<file path="config.mk">
export PLATFORM = sky130hd
export DESIGN_NAME = reader_writer_lock_table_flat
export DESIGN_NICKNAME = d
export VERILOG_FILES = /design/src/design/rwl_pkg.sv /design/src/design/rwl_if.sv /design/src/design/rwl_ram.sv /design/src/design/reader_writer_lock_table.sv /design/src/flat_wrapper.sv
export SDC_FILE = /design/constraint.sdc
export NUM_CORES = 2
export LEC_CHECK = 0
export ABC_AREA = 1
export BUFFER_PORTS_ARGS = -buffer_cell sky130_fd_sc_hd__clkbuf_2
export CAP_MARGIN = 15
export CORE_MARGIN = 2
export CORE_UTILIZATION = 63
export CTS_CLUSTER_DIAMETER = 80
export DETAILED_ROUTE_END_ITERATION = 8
export PLACE_DENSITY = 0.8
export SLEW_MARGIN = 20
export SYNTH_ARGS = -nofsm -noshare
export SYNTH_HDL_FRONTEND = slang
export SYNTH_HIERARCHICAL = 1
export SYNTH_SLANG_ARGS = --single-unit
</file>
<file path="constraint.sdc">
create_clock -name clk -period 4.8 [get_ports clk]
set_input_delay 0.24 -clock clk [delete_from_list [all_inputs] [get_ports clk]]
set_output_delay 0.24 -clock clk [all_outputs]
set_load 0.03 [all_outputs]
</file>
<file path="src/design/rwl_pkg.sv">
`default_nettype none
package rwl_pkg;

  // Field widths of the request and response words
  localparam int ACT_W    = 3;
  localparam int ID_W     = 16;
  localparam int STAT_W   = 3;
  localparam int RDCNT_W  = 2;

  // Default sizing
  localparam int FILE_SLOTS_DEF = 16;
  localparam int PROG_SLOTS_DEF = 16;
  localparam int MAX_HOLD_DEF   = 2;
  localparam int ID_BITS_DEF    = 16;

  // Action codes
  localparam logic [ACT_W-1:0] ACT_CREATE_FILE = 3'd0;
  localparam logic [ACT_W-1:0] ACT_CREATE_PROG = 3'd1;
  localparam logic [ACT_W-1:0] ACT_ACQ_READ    = 3'd2;
  localparam logic [ACT_W-1:0] ACT_ACQ_WRITE   = 3'd3;
  localparam logic [ACT_W-1:0] ACT_REL_READ    = 3'd4;
  localparam logic [ACT_W-1:0] ACT_REL_WRITE   = 3'd5;
  localparam logic [ACT_W-1:0] ACT_REL_ALL     = 3'd6;
  localparam logic [ACT_W-1:0] ACT_NONE        = 3'd7;

  // Status codes
  localparam logic [STAT_W-1:0] ST_OK        = 3'd0;
  localparam logic [STAT_W-1:0] ST_DUP       = 3'd1;
  localparam logic [STAT_W-1:0] ST_FULL      = 3'd2;
  localparam logic [STAT_W-1:0] ST_NOT_FOUND = 3'd3;
  localparam logic [STAT_W-1:0] ST_REFUSED   = 3'd4;
  localparam logic [STAT_W-1:0] ST_NOTHING   = 3'd5;

endpackage
`default_nettype wire

</file>
<file path="src/design/rwl_if.sv">
`default_nettype none
interface rwl_req_if;
  import rwl_pkg::*;
  logic              valid;
  logic              ready;
  logic [ACT_W-1:0]  action;
  logic [ID_W-1:0]   file_id;
  logic [ID_W-1:0]   program_id;

  modport source (output valid, action, file_id, program_id, input ready);
  modport sink   (input valid, action, file_id, program_id, output ready);
endinterface

interface rwl_rsp_if;
  import rwl_pkg::*;
  logic               valid;
  logic               ready;
  logic [STAT_W-1:0]  status;
  logic [ID_W-1:0]    released_file;
  logic [RDCNT_W-1:0] readers_now;
  logic               writers_now;
  logic               last_result;

  modport source (output valid, status, released_file, readers_now, writers_now,
                  last_result, input ready);
  modport sink   (input valid, status, released_file, readers_now, writers_now,
                  last_result, output ready);
endinterface
`default_nettype wire

</file>
<file path="src/design/rwl_ram.sv">
`default_nettype none
module rwl_ram #(
  parameter int WIDTH = 8,
  parameter int DEPTH = 16
) (
  input  wire logic                     clk,
  input  wire logic                     we,
  input  wire logic [$clog2(DEPTH)-1:0] waddr,
  input  wire logic [WIDTH-1:0]         wdata,
  input  wire logic [$clog2(DEPTH)-1:0] raddr,
  output      logic [WIDTH-1:0]         rdata
);
  logic [WIDTH-1:0] mem [DEPTH];

  always_ff @(posedge clk) begin
    if (we) begin
      mem[waddr] <= wdata;
    end
    rdata <= mem[raddr];
  end
endmodule
`default_nettype wire

</file>
<file path="src/design/reader_writer_lock_table.sv">
`default_nettype none
// Channel | Dir | Word fields
// req     | in  | action[2:0], file_id[15:0], program_id[15:0]
// rsp     | out | status[2:0], released_file[15:0], readers_now[1:0],
//         |     | writers_now, last_result
//
// One request word is worked at a time; req.ready is high only while idle.
// A search reads and compares the live entries one at a time, up to the first hit.
// Per word: idle, the searches, then a do step and emit for create and acquire;
// a release checks the stack, pops each hold (stack read, file search, update), then emits.
// Reset (rst, synchronous) clears fill counts and sequencer.
// A stalled response word holds in the output register; emit waits for it.
module reader_writer_lock_table #(
  parameter int FILE_SLOTS = rwl_pkg::FILE_SLOTS_DEF,
  parameter int PROG_SLOTS = rwl_pkg::PROG_SLOTS_DEF,
  parameter int MAX_HOLD   = rwl_pkg::MAX_HOLD_DEF,
  parameter int ID_BITS    = rwl_pkg::ID_BITS_DEF
) (
  input wire logic clk,
  input wire logic rst,
  rwl_req_if.sink   req,
  rwl_rsp_if.source rsp
);
  import rwl_pkg::*;

  // Keys compare in their low ID_BITS bits, capped by the field width
  localparam int KEY_W     = (ID_BITS < ID_W) ? ID_BITS : ID_W;
  localparam int FIDX_W    = $clog2(FILE_SLOTS);
  localparam int PIDX_W    = $clog2(PROG_SLOTS);
  localparam int FCNT_W    = $clog2(FILE_SLOTS + 1);
  localparam int PCNT_W    = $clog2(PROG_SLOTS + 1);
  localparam int SCAN_W    = (FCNT_W > PCNT_W) ? FCNT_W : PCNT_W;
  localparam int DEP_W     = $clog2(MAX_HOLD + 1);
  localparam int STK_DEPTH = 2 * PROG_SLOTS * MAX_HOLD;
  localparam int STK_AW    = $clog2(STK_DEPTH);

  typedef struct packed {
    logic [KEY_W-1:0] key;
    logic [DEP_W-1:0] rd;
    logic             wr;
  } fent_t;

  typedef struct packed {
    logic [KEY_W-1:0] key;
    logic [DEP_W-1:0] rdep;
    logic [DEP_W-1:0] wdep;
  } pent_t;

  typedef enum logic [3:0] {
    S_IDLE, S_FS_RD, S_FS_CMP, S_PS_RD, S_PS_CMP, S_CF_DO, S_CP_DO,
    S_ACQ_DO, S_POP, S_POP_RD, S_POP_UPD, S_EMIT
  } state_t;

  state_t state;

  // Working registers of the current request
  logic [ACT_W-1:0]  act;
  logic              kind;       // 0 read stack, 1 write stack
  logic [KEY_W-1:0]  skey;       // file key under search
  logic [KEY_W-1:0]  pkey;
  logic [SCAN_W-1:0] scan;
  logic              ffound, pfound;
  logic [FIDX_W-1:0] fidx;
  logic [PIDX_W-1:0] pidx;
  fent_t             fent;
  pent_t             pent;
  logic [FCNT_W-1:0] files_used;
  logic [PCNT_W-1:0] progs_used;

  // Pending response record
  logic [STAT_W-1:0] res_st;
  logic [KEY_W-1:0]  res_fid;
  logic [DEP_W-1:0]  res_rd;
  logic              res_wr;

  // Output register
  logic               out_valid;
  logic [STAT_W-1:0]  out_st;
  logic [ID_W-1:0]    out_fid;
  logic [RDCNT_W-1:0] out_rd;
  logic               out_wr;
  logic               out_last;

  // Memory ports
  logic              fm_we;
  logic [FIDX_W-1:0] fm_waddr;
  fent_t             fm_wdata, fm_rdata;
  logic              pm_we;
  logic [PIDX_W-1:0] pm_waddr;
  pent_t             pm_wdata, pm_rdata;
  logic              sm_we;
  logic [STK_AW-1:0] sm_addr;
  logic [KEY_W-1:0]  sm_rdata;

  logic [DEP_W-1:0] cur_dep, dep_m1, stk_dep;
  logic             acq_refuse, acq_full, acq_ok, emit_free;
  fent_t            fent_acq, fent_rel;
  pent_t            pent_acq, pent_pop;
  logic [31:0]      rd_wide;

  rwl_ram #(.WIDTH($bits(fent_t)), .DEPTH(FILE_SLOTS)) u_file_mem (
    .clk(clk), .we(fm_we), .waddr(fm_waddr), .wdata(fm_wdata),
    .raddr(scan[FIDX_W-1:0]), .rdata(fm_rdata)
  );

  rwl_ram #(.WIDTH($bits(pent_t)), .DEPTH(PROG_SLOTS)) u_prog_mem (
    .clk(clk), .we(pm_we), .waddr(pm_waddr), .wdata(pm_wdata),
    .raddr(scan[PIDX_W-1:0]), .rdata(pm_rdata)
  );

  rwl_ram #(.WIDTH(KEY_W), .DEPTH(STK_DEPTH)) u_stack_mem (
    .clk(clk), .we(sm_we), .waddr(sm_addr), .wdata(skey),
    .raddr(sm_addr), .rdata(sm_rdata)
  );

  // Where to go once a file search ends
  function automatic state_t file_next(logic [ACT_W-1:0] a);
    state_t n;
    unique case (a) inside
      ACT_CREATE_FILE:             n = S_CF_DO;
      ACT_ACQ_READ, ACT_ACQ_WRITE: n = S_PS_RD;
      default:                     n = S_POP_UPD;
    endcase
    return n;
  endfunction

  // Where to go once a program search ends
  function automatic state_t prog_next(logic [ACT_W-1:0] a, logic hit);
    state_t n;
    unique case (a) inside
      ACT_CREATE_PROG:             n = S_CP_DO;
      ACT_ACQ_READ, ACT_ACQ_WRITE: n = S_ACQ_DO;
      default:                     n = hit ? S_POP : S_EMIT;
    endcase
    return n;
  endfunction

  always_comb begin
    cur_dep    = kind ? pent.wdep : pent.rdep;
    dep_m1     = cur_dep - DEP_W'(1);
    acq_refuse = kind ? (fent.wr || fent.rd != '0)
                      : (fent.wr || fent.rd >= DEP_W'(MAX_HOLD));
    acq_full   = cur_dep >= DEP_W'(MAX_HOLD);
    acq_ok     = ffound && pfound && !acq_refuse && !acq_full;

    fent_acq = fent;
    pent_acq = pent;
    pent_pop = pent;
    fent_rel = fent;
    if (kind) begin
      fent_acq.wr   = 1'b1;
      pent_acq.wdep = cur_dep + DEP_W'(1);
      pent_pop.wdep = dep_m1;
      fent_rel.wr   = 1'b0;
    end else begin
      fent_acq.rd   = fent.rd + DEP_W'(1);
      pent_acq.rdep = cur_dep + DEP_W'(1);
      pent_pop.rdep = dep_m1;
      if (fent.rd != '0) begin
        fent_rel.rd = fent.rd - DEP_W'(1);
      end
    end

    stk_dep = (state == S_ACQ_DO) ? cur_dep : dep_m1;
    sm_addr = STK_AW'(((32'(kind) * PROG_SLOTS) + 32'(pidx)) * MAX_HOLD + 32'(stk_dep));

    fm_we    = 1'b0;
    fm_waddr = fidx;
    fm_wdata = fent_acq;
    pm_we    = 1'b0;
    pm_waddr = pidx;
    pm_wdata = pent_acq;
    sm_we    = 1'b0;

    unique case (state)
      S_CF_DO: begin
        fm_waddr = files_used[FIDX_W-1:0];
        fm_wdata = '{key: skey, rd: '0, wr: 1'b0};
        fm_we    = !ffound && files_used != FCNT_W'(FILE_SLOTS);
      end
      S_CP_DO: begin
        pm_waddr = progs_used[PIDX_W-1:0];
        pm_wdata = '{key: pkey, rdep: '0, wdep: '0};
        pm_we    = !pfound && progs_used != PCNT_W'(PROG_SLOTS);
      end
      S_ACQ_DO: begin
        fm_we = acq_ok;
        pm_we = acq_ok;
        sm_we = acq_ok;
      end
      S_POP: begin
        pm_wdata = pent_pop;
        pm_we    = cur_dep != '0;
      end
      S_POP_UPD: begin
        fm_wdata = fent_rel;
        fm_we    = ffound;
      end
      default: ;
    endcase
  end

  assign emit_free = !out_valid || rsp.ready;
  assign rd_wide   = 32'(res_rd);
  assign req.ready = (state == S_IDLE) && !rst;

  always_ff @(posedge clk) begin
    if (rst) begin
      state      <= S_IDLE;
      files_used <= '0;
      progs_used <= '0;
      out_valid  <= 1'b0;
    end else begin
      if (out_valid && rsp.ready) begin
        out_valid <= 1'b0;
      end
      unique case (state)
        S_IDLE: begin
          if (req.valid) begin
            act     <= req.action;
            skey    <= req.file_id[KEY_W-1:0];
            pkey    <= req.program_id[KEY_W-1:0];
            kind    <= (req.action == ACT_ACQ_WRITE) || (req.action == ACT_REL_WRITE);
            scan    <= '0;
            ffound  <= 1'b0;
            pfound  <= 1'b0;
            res_st  <= ST_NOTHING;
            res_fid <= '0;
            res_rd  <= '0;
            res_wr  <= 1'b0;
            unique case (req.action) inside
              ACT_CREATE_FILE, ACT_ACQ_READ, ACT_ACQ_WRITE: state <= S_FS_RD;
              ACT_CREATE_PROG, ACT_REL_READ, ACT_REL_WRITE,
              ACT_REL_ALL:                                  state <= S_PS_RD;
              default:                                      state <= S_IDLE;
            endcase
          end
        end
        S_FS_RD: begin
          if (scan == SCAN_W'(files_used)) begin
            ffound <= 1'b0;
            scan   <= '0;
            state  <= file_next(act);
          end else begin
            state <= S_FS_CMP;
          end
        end
        S_FS_CMP: begin
          if (fm_rdata.key == skey) begin
            ffound <= 1'b1;
            fidx   <= scan[FIDX_W-1:0];
            fent   <= fm_rdata;
            scan   <= '0;
            state  <= file_next(act);
          end else begin
            scan  <= scan + SCAN_W'(1);
            state <= S_FS_RD;
          end
        end
        S_PS_RD: begin
          if (scan == SCAN_W'(progs_used)) begin
            pfound <= 1'b0;
            if (act[2]) begin
              res_st <= ST_NOT_FOUND;
            end
            state <= prog_next(act, 1'b0);
          end else begin
            state <= S_PS_CMP;
          end
        end
        S_PS_CMP: begin
          if (pm_rdata.key == pkey) begin
            pfound <= 1'b1;
            pidx   <= scan[PIDX_W-1:0];
            pent   <= pm_rdata;
            state  <= prog_next(act, 1'b1);
          end else begin
            scan  <= scan + SCAN_W'(1);
            state <= S_PS_RD;
          end
        end
        S_CF_DO: begin
          if (ffound) begin
            res_st <= ST_DUP;
          end else if (files_used == FCNT_W'(FILE_SLOTS)) begin
            res_st <= ST_FULL;
          end else begin
            res_st     <= ST_OK;
            files_used <= files_used + FCNT_W'(1);
          end
          state <= S_EMIT;
        end
        S_CP_DO: begin
          if (pfound) begin
            res_st <= ST_DUP;
          end else if (progs_used == PCNT_W'(PROG_SLOTS)) begin
            res_st <= ST_FULL;
          end else begin
            res_st     <= ST_OK;
            progs_used <= progs_used + PCNT_W'(1);
          end
          state <= S_EMIT;
        end
        S_ACQ_DO: begin
          // Counts show the file as found, or as updated on a grant
          res_rd <= ffound ? fent.rd : '0;
          res_wr <= ffound ? fent.wr : 1'b0;
          if (!ffound || !pfound) begin
            res_st <= ST_NOT_FOUND;
          end else if (acq_refuse) begin
            res_st <= ST_REFUSED;
          end else if (acq_full) begin
            res_st <= ST_FULL;
          end else begin
            res_st  <= ST_OK;
            res_fid <= skey;
            res_rd  <= fent_acq.rd;
            res_wr  <= fent_acq.wr;
          end
          state <= S_EMIT;
        end
        S_POP: begin
          if (cur_dep == '0) begin
            state <= S_EMIT;
          end else begin
            pent  <= pent_pop;
            state <= S_POP_RD;
          end
        end
        S_POP_RD: begin
          skey  <= sm_rdata;
          scan  <= '0;
          state <= S_FS_RD;
        end
        S_POP_UPD: begin
          if (ffound) begin
            res_st  <= ST_OK;
            res_fid <= skey;
            res_rd  <= fent_rel.rd;
            res_wr  <= fent_rel.wr;
          end else begin
            res_st  <= ST_NOT_FOUND;
            res_fid <= '0;
            res_rd  <= '0;
            res_wr  <= 1'b0;
          end
          // Release-all drains the whole stack before answering
          state <= (act == ACT_REL_ALL) ? S_POP : S_EMIT;
        end
        S_EMIT: begin
          if (emit_free) begin
            out_valid <= 1'b1;
            out_st    <= res_st;
            out_fid   <= ID_W'(res_fid);
            out_rd    <= rd_wide[RDCNT_W-1:0];
            out_wr    <= res_wr;
            out_last  <= !(act == ACT_REL_ALL && !kind);
            if (act == ACT_REL_ALL && !kind) begin
              // Advance to the write stack
              kind <= 1'b1;
              if (pfound) begin
                res_st  <= ST_NOTHING;
                res_fid <= '0;
                res_rd  <= '0;
                res_wr  <= 1'b0;
                state   <= S_POP;
              end else begin
                state <= S_EMIT;
              end
            end else begin
              state <= S_IDLE;
            end
          end
        end
        default: state <= S_IDLE;
      endcase
    end
  end

  assign rsp.valid         = out_valid;
  assign rsp.status        = out_st;
  assign rsp.released_file = out_fid;
  assign rsp.readers_now   = out_rd;
  assign rsp.writers_now   = out_wr;
  assign rsp.last_result   = out_last;

endmodule
`default_nettype wire

</file>
<file path="src/flat_wrapper.sv">
// flat-port wrapper written by rule: the top's interface ports become plain ports
module reader_writer_lock_table_flat import rwl_pkg::*;
#(
  parameter int FILE_SLOTS = rwl_pkg::FILE_SLOTS_DEF,
  parameter int PROG_SLOTS = rwl_pkg::PROG_SLOTS_DEF,
  parameter int MAX_HOLD   = rwl_pkg::MAX_HOLD_DEF,
  parameter int ID_BITS    = rwl_pkg::ID_BITS_DEF
)
  (clk, rst, req_valid, req_action, req_file_id, req_program_id, req_ready, rsp_valid, rsp_status, rsp_released_file, rsp_readers_now, rsp_writers_now, rsp_last_result, rsp_ready);
  rwl_req_if req_i ();
  rwl_rsp_if rsp_i ();
  input wire logic clk;
  input wire logic rst;
  input wire logic [$bits(req_i.valid)-1:0] req_valid;
  input wire logic [$bits(req_i.action)-1:0] req_action;
  input wire logic [$bits(req_i.file_id)-1:0] req_file_id;
  input wire logic [$bits(req_i.program_id)-1:0] req_program_id;
  output wire logic [$bits(req_i.ready)-1:0] req_ready;
  output wire logic [$bits(rsp_i.valid)-1:0] rsp_valid;
  output wire logic [$bits(rsp_i.status)-1:0] rsp_status;
  output wire logic [$bits(rsp_i.released_file)-1:0] rsp_released_file;
  output wire logic [$bits(rsp_i.readers_now)-1:0] rsp_readers_now;
  output wire logic [$bits(rsp_i.writers_now)-1:0] rsp_writers_now;
  output wire logic [$bits(rsp_i.last_result)-1:0] rsp_last_result;
  input wire logic [$bits(rsp_i.ready)-1:0] rsp_ready;
  assign req_i.valid = req_valid;
  assign req_i.action = req_action;
  assign req_i.file_id = req_file_id;
  assign req_i.program_id = req_program_id;
  assign req_ready = req_i.ready;
  assign rsp_valid = rsp_i.valid;
  assign rsp_status = rsp_i.status;
  assign rsp_released_file = rsp_i.released_file;
  assign rsp_readers_now = rsp_i.readers_now;
  assign rsp_writers_now = rsp_i.writers_now;
  assign rsp_last_result = rsp_i.last_result;
  assign rsp_i.ready = rsp_ready;
  reader_writer_lock_table #(.FILE_SLOTS(FILE_SLOTS), .PROG_SLOTS(PROG_SLOTS), .MAX_HOLD(MAX_HOLD), .ID_BITS(ID_BITS)) u_core (.clk(clk), .rst(rst), .req(req_i), .rsp(rsp_i));
endmodule
</file>
Word-level counts from Yosys, hierarchy flattened
Memory sizes are Yosys's and may differ from the RTL's. A register that Yosys moved wholly into a read port is not among the register bits.
Index checks and enable logic that the tools add are counted.
Widths: inputs -> output; s select.
{ "totals": {"mem_bits_rw": 1648, "memories": 3, "word_cells": 254, "input_bits": 39, "output_inout_bits": 25, "register_bits": 150} }
{ "memory_table": {"columns": ["name", "words", "word_bits", "read_ports", "rd_ports_with_merged_regs", "wr", "line", "source"], "rows": [
  ["u_core.u_stack_mem.mem", 64, 16, 1, 1, 1, "rwl_ram.sv:13", "logic [WIDTH-1:0] mem [DEPTH];"],
  ["u_core.u_prog_mem.mem", 16, 20, 1, 1, 1, "rwl_ram.sv:13", null],
  ["u_core.u_file_mem.mem", 16, 19, 1, 1, 1, "rwl_ram.sv:13", null]
]} }
{ "classes": {"mux": 107, "bitwise": 6, "eq_ne": 43, "magnitude_cmp": 2, "n_addsub": 9, "n_reduce_logical": 56} }
{ "ops": {"columns": ["cell", "n"], "rows": [
  ["$mux 16", 9],
  ["$pmux 20 s2", 2],
  ["$pmux 16 s4", 1],
  ["$mux 2", 25],
  ["$mux 4", 10],
  ["$pmux 4 s10", 1],
  ["$pmux 19 s2", 1],
  ["$eq 16x16->1", 2],
  ["$pmux 16 s2", 1],
  ["$mux 3", 10],
  ["$mux 1", 29],
  ["$pmux 5 s5", 1],
  ["$pmux 4 s2", 3],
  ["$pmux 3 s7", 1],
  ["$reduce_and 3->1", 7],
  ["$mux 20", 1],
  ["$mux 5", 4],
  ["$reduce_and 5->1", 4],
  ["$eq 4x3->1 const B", 4],
  ["$eq 4x4->1 const B", 4],
  ["$ne 2x1->1 const B", 8],
  ["$add 5x1->5 const B", 3],
  ["$eq 3x2->1 const B", 4],
  ["$eq 3x3->1 const B", 4],
  ["37 further kinds", 84]
]} }

Depth between registers and ports, before layout
{ "logic_depth": {"word_depth": 9, "ltp_mapped": 19} }

Hierarchy
Netlist, hierarchy kept.
{ "by_module_without_submodules": {"columns": ["mod", "instances", "cells_each", "seq_area_each_um2", "area_each_um2"], "rows": [
  ["rwl_ram at u_core.u_stack_mem", 1, 3534, 31069.8, 42140.4],
  ["rwl_ram at u_core.u_prog_mem", 1, 1336, 10009.6, 14192.4],
  ["rwl_ram at u_core.u_file_mem", 1, 1270, 9509.1, 13491.7],
  ["reader_writer_lock_table", 1, 840, 4354.2, 7534.7]
]} }

Least setup slack after synthesis
Ideal clock, no wire load.
{ "synth_path": {"kind": "register to register", "startpoint": "reg u_core.kind", "endpoint": "mem u_core/u_stack_mem/mem[61][0] (netlist name) (enable)", "slack_ps": 770, "required_time_ps": 4391, "period_less_slack_ps": 4030, "stages_incl_launch_ff": 13, "setup_ps": 409, "t_arrival_ps": 3621, "path_cell_list": "edfxtp_1 -> inv_1 -> clkbuf_1 -> nor2_1 -> inv_1 -> o21ai_0 -> ha_1 -> o21ai_0 -> ha_1 -> ha_1 -> xor2_1 -> nand2_1 -> nor3_1"} }
{ "synth_between": {"word_cells_on_any_way": 14, "classes_between": "add/sub (3); order compare (1); mux (6); reduce/logical (4)"} }
{ "synth_lines": {"columns": ["item", "line", "source"], "rows": [
  ["start, declared", "reader_writer_lock_table.sv:58", "logic kind;"],
  ["start signal, assigned", "reader_writer_lock_table.sv:223", "kind <= (req.action == ACT_ACQ_WRITE) || (req.action == ACT_REL_WRITE);"],
  ["$mux 2 *", "reader_writer_lock_table.sv:139", "cur_dep = kind ? pent.wdep : pent.rdep;"],
  ["$sub 2x1->2", "reader_writer_lock_table.sv:140", "dep_m1 = cur_dep - DEP_W'(1);"],
  ["$mux 2 *", "reader_writer_lock_table.sv:164", "stk_dep = (state == S_ACQ_DO) ? cur_dep : dep_m1;"],
  ["$add 6x2->6 *", "reader_writer_lock_table.sv:165", "sm_addr = STK_AW'(((32'(kind) * PROG_SLOTS) + 32'(pidx)) * MAX_HOLD + 32'(stk_dep));"],
  ["net u_core.sm_addr[3]", "reader_writer_lock_table.sv:92", "logic [STK_AW-1:0] sm_addr;"],
  ["end, declared", "rwl_ram.sv:13", null]
]} }
Mark *: on every way through the listed nets, which the timed path passes. The rest lies on a longest branch.

Final worst setup path
{ "layout_path": {"startpoint": "reg u_core.kind", "endpoint": "mem u_core/u_stack_mem/mem[48][2] (netlist name) (enable)"} }
{ "layout_between": {"word_cells_on_any_way": 14, "classes_between": "add/sub (3); order compare (1); mux (6); reduce/logical (4)"} }
{ "layout_lines": {"columns": ["item", "line"], "rows": [
  ["$mux 2", "reader_writer_lock_table.sv:139"],
  ["$sub 2x1->2", "reader_writer_lock_table.sv:140"],
  ["$mux 2", "reader_writer_lock_table.sv:164"],
  ["$add 6x2->6 *", "reader_writer_lock_table.sv:165"],
  ["net u_core.sm_addr[5]", "reader_writer_lock_table.sv:92"]
]} }
Marked as above.

==> summary.txt <==
Outcome
  • Status: complete, no violations

GRT
  • Largest net degree at the start of global routing: 206
  • GR Layer Usage met3: 6.60%
  • GRT overflow: 0
  • Number of global-route vias before repair: around 50k
  • First-pass GRT wire length: 296000 um
  • Total GRT Usage: a little under a third
  • Met2 Usage GRT: 48.4%
  • Grt met1 use: between 40% and 50%
  • Initial antenna violation count: 3
  • Layer with the highest usage: met2

Timing
  • RSZ-0062 raised after global routing: false
  • Rel. slew slack: 13.0%
  • Worst Tran Pin Value: between 1000 and 1500 ps
  • Period utilization: 84.4%
  • Setup_tns: 0 ps
  • Final worst clock skew: 32.2 ps
  • Final setup vio count: 0
  • Fin. max-slew vios: 0
  • Peak Freq: between 0.2 and 0.25 GHz
  • Fin crit period: 4050 ps
  • Hold Vio Cnt, Final: 0
  • Worst hold margin: around 150 ps
  • PnR worst setup slack: approximately 750 ps

Clock network
  • Clock-pin slew on the worst setup and hold paths: 60 ps
  • Clk Latency, worst-skew pair: 810 ps
  • Post-CTS Resized: 0
  • H-tree depth: 4
  • Clock Tree Root: clkbuf_16
  • CTS Sinks: 1853
  • CTS tree: yes
  • Total CTS buffers: 181
  • Max Root-Sink Buffers: 3

Setup path
  • Buf/Inv on CP: 6
  • Worst path max stage delay: 610 ps
  • Crit path kind: reg2reg
  • Slowest stage cell, crit path: edfxtp_1
  • Top Family by Delay on Critical Path: buffers and inverters
  • CP Launch Type: register
  • Crit-path cells: inv_1 -> nor2_1 -> inv_1 -> o21ai_0 -> ha_1 -> o21ai_0 -> buf_4 -> ha_4 -> ha_4 -> nand3_1 -> xor2_2 -> buf_4 -> nand2_1 -> inv_1 -> nand2_1 -> nor3_2 -> buf_4
  • Reg-to-Reg Start: u_core/kind
  • Critical Path RT: between 5000 and 6000 ps
  • Worst Setup End Kind: register
  • Crit path max fanout: 18
  • Worst Setup SP: u_core/kind
  • Crit path DAT: 4530 ps

Pwr
  • Worst IR Drop VDD: 0.447 mV
  • P per Cell Area: 509 nW/um^2
  • P_leak: 33.7 nW

Floorplan
  • Core ar.: 122000 sq um
  • Die Ht: about 350 um
  • Rows: 128
  • Io pins: 64
  • Die Area: around 130000 sq um
  • Die X: 354 um
  • Starting Density: 63.5%

Synth
  • Synth Instances: about 7k
  • Post-Syn Area: 77400 sq um
  • Area leader, netlist: edfxtp_1
  • Seq/Total Area, Yosys: a little under three quarters
  • Yosys warns: 6
  • Post-Syn Nets: 7031
  • Post-synthesis cell type count: 48
  • #FFs+latches synth: between 1.5k and 2k
  • Top-area cell type share of the netlist area: 69.2%
  • Post-synth EDFFs: 1783
  • Top post-synthesis cells by area: edfxtp_1, nand2_1, nand3_1
  • Ys flop type: edfxtp_1
  • Synth async-reset ratio: 0%
  • Syn Area/Cell: 11.1 sq um

Route
  • DRC Markers: 0
  • Post-route ant nets: 0
  • Final WL: 198000 um
  • Drt initial violations: a little under 8k
  • Via count: 52.9k
  • WL/cell: 22.3 um
  • Detailed Routing Iterations Pass 1: 7
  • DR vias/cell: 5.94

Cells and area
  • Most common cell after layout, fill and taps aside: nand2_1
  • ANT cells: 0
  • Nets: between 7k and 8k
  • Layout cells sized above 1: 8.84%
  • Layout area overhead: 11.0%
  • Most frequent cells in the layout: nand2_1, edfxtp_1, nand3_1

Worst hold path
  • Hold Crit Start: req_program_id[2]
  • Hold Crit Class: in2reg

Placed design
  • GPL Wtd Cong: around 0.96
  • Pre-CTS setup slack: 821 ps
  • HPWL Detailed: 115000 um
  • IO buf count: 63

Flow run
  • Max cap viols: 0
## kinds of logic (layout without fill, tap and decap cells)
| kind of cell | after synthesis | after routing | share of synthesized area, % |
|---|---|---|---|
| adders and majority gates | 12 | 12 | 0.194 |
| xor gates and xnor gates | 22 | 22 | 0.249 |
| DFF | 1853 | 1853 | 71.0 |
| buffers and inverters | 991 | 1299 | 5.95 |
| AOI/OAI and AO/OA | 107 | 107 | 0.768 |
| and+or+nand+nor | 3994 | 3994 | 21.8 |
| muxes | 1 | 1 | 0.0129 |
## where the power goes
group	switching [mW]	internal (mW)	leakage [nW]
clock	5.92	7.77	2.77
sequential	0.435	18.9	16.6
combinational	7.95	2.80	14.3
total	14.3	29.5	33.7
## layer usage
layer	part of all wire, %	vias to the layer above
met5	0.0066	-
met4	5.0	2
met3	12	585
met2	46	3477
met1	37	25017
li1	-	23863
## layout make-up
| type | count | area [sq um] |
|---|---|---|
| inverters | 624 | 2380 |
| repair buffers | 347 | 2820 |
| well taps | 1625 | 2030 |
| flip-flops and latches | 1853 | 54900 |
| multi-input cells | 4136 | 18000 |
| clock buffers | 229 | 4840 |
| fillers | 8025 | 36000 |
| clock inverters | 99 | 845 |
## sequential cells by signal, indices dropped and copies added, names as in the netlist, 19 cells and up
register and flops:
u_core/u_stack_mem/mem 1024, u_core/pent 20, u_core/fent 19, u_core/u_file_mem/mem 304, u_core/u_file_mem/rdata 19, u_core/u_prog_mem/mem 320, u_core/u_prog_mem/rdata 20
## timing repair
item,CTS,global route
hold buffers,39,0
endpoints found under the setup margin,0,0
buffers inserted,0,0
hold endpoints to repair,45,0
## metrics by stage
stage	util [%]	instance area (sq um)	instances	power, mW
CTS	70.4	85800	8911	43.6
finish	70.5	85900	8913	43.8
global route	70.5	85900	8913	45.3
detailed placement	65.5	79800	8544	30.0
global placement	65.5	79800	8544	29.7
floorplan	-	77400	6980	26.6
## synthesized netlist by cell type, drive strengths merged, types with 2 or more instances
| master | number |
|---|---|
| a211oi | 2 |
| nor2 | 197 |
| ha | 12 |
| nand3b | 4 |
| o21ai | 67 |
| nand4 | 8 |
| nor3b | 2 |
| xor2 | 16 |
| nand2 | 2391 |
| inv | 623 |
| o211ai | 4 |
| clkbuf | 60 |
| and2 | 2 |
| a311oi | 2 |
| nor3 | 22 |
| xnor2 | 6 |
| a21oi | 20 |
| buf | 307 |
| dfxtp | 70 |
| nand3 | 1367 |
| o31ai | 2 |
| edfxtp | 1783 |
| o22ai | 3 |
## final timing paths
kind	endpoint	slack (ps)	depth (start not counted)
worst max-delay path	u_core/u_stack_mem/mem[48][2]	750	17
worst min-delay path	u_core/pkey[2]	150	2
worst max register to register	u_core/u_stack_mem/mem[48][2]	750	17
worst min register to register	u_core/fent[2]	400	0
Note: power is estimated with default switching activity, not from simulation.
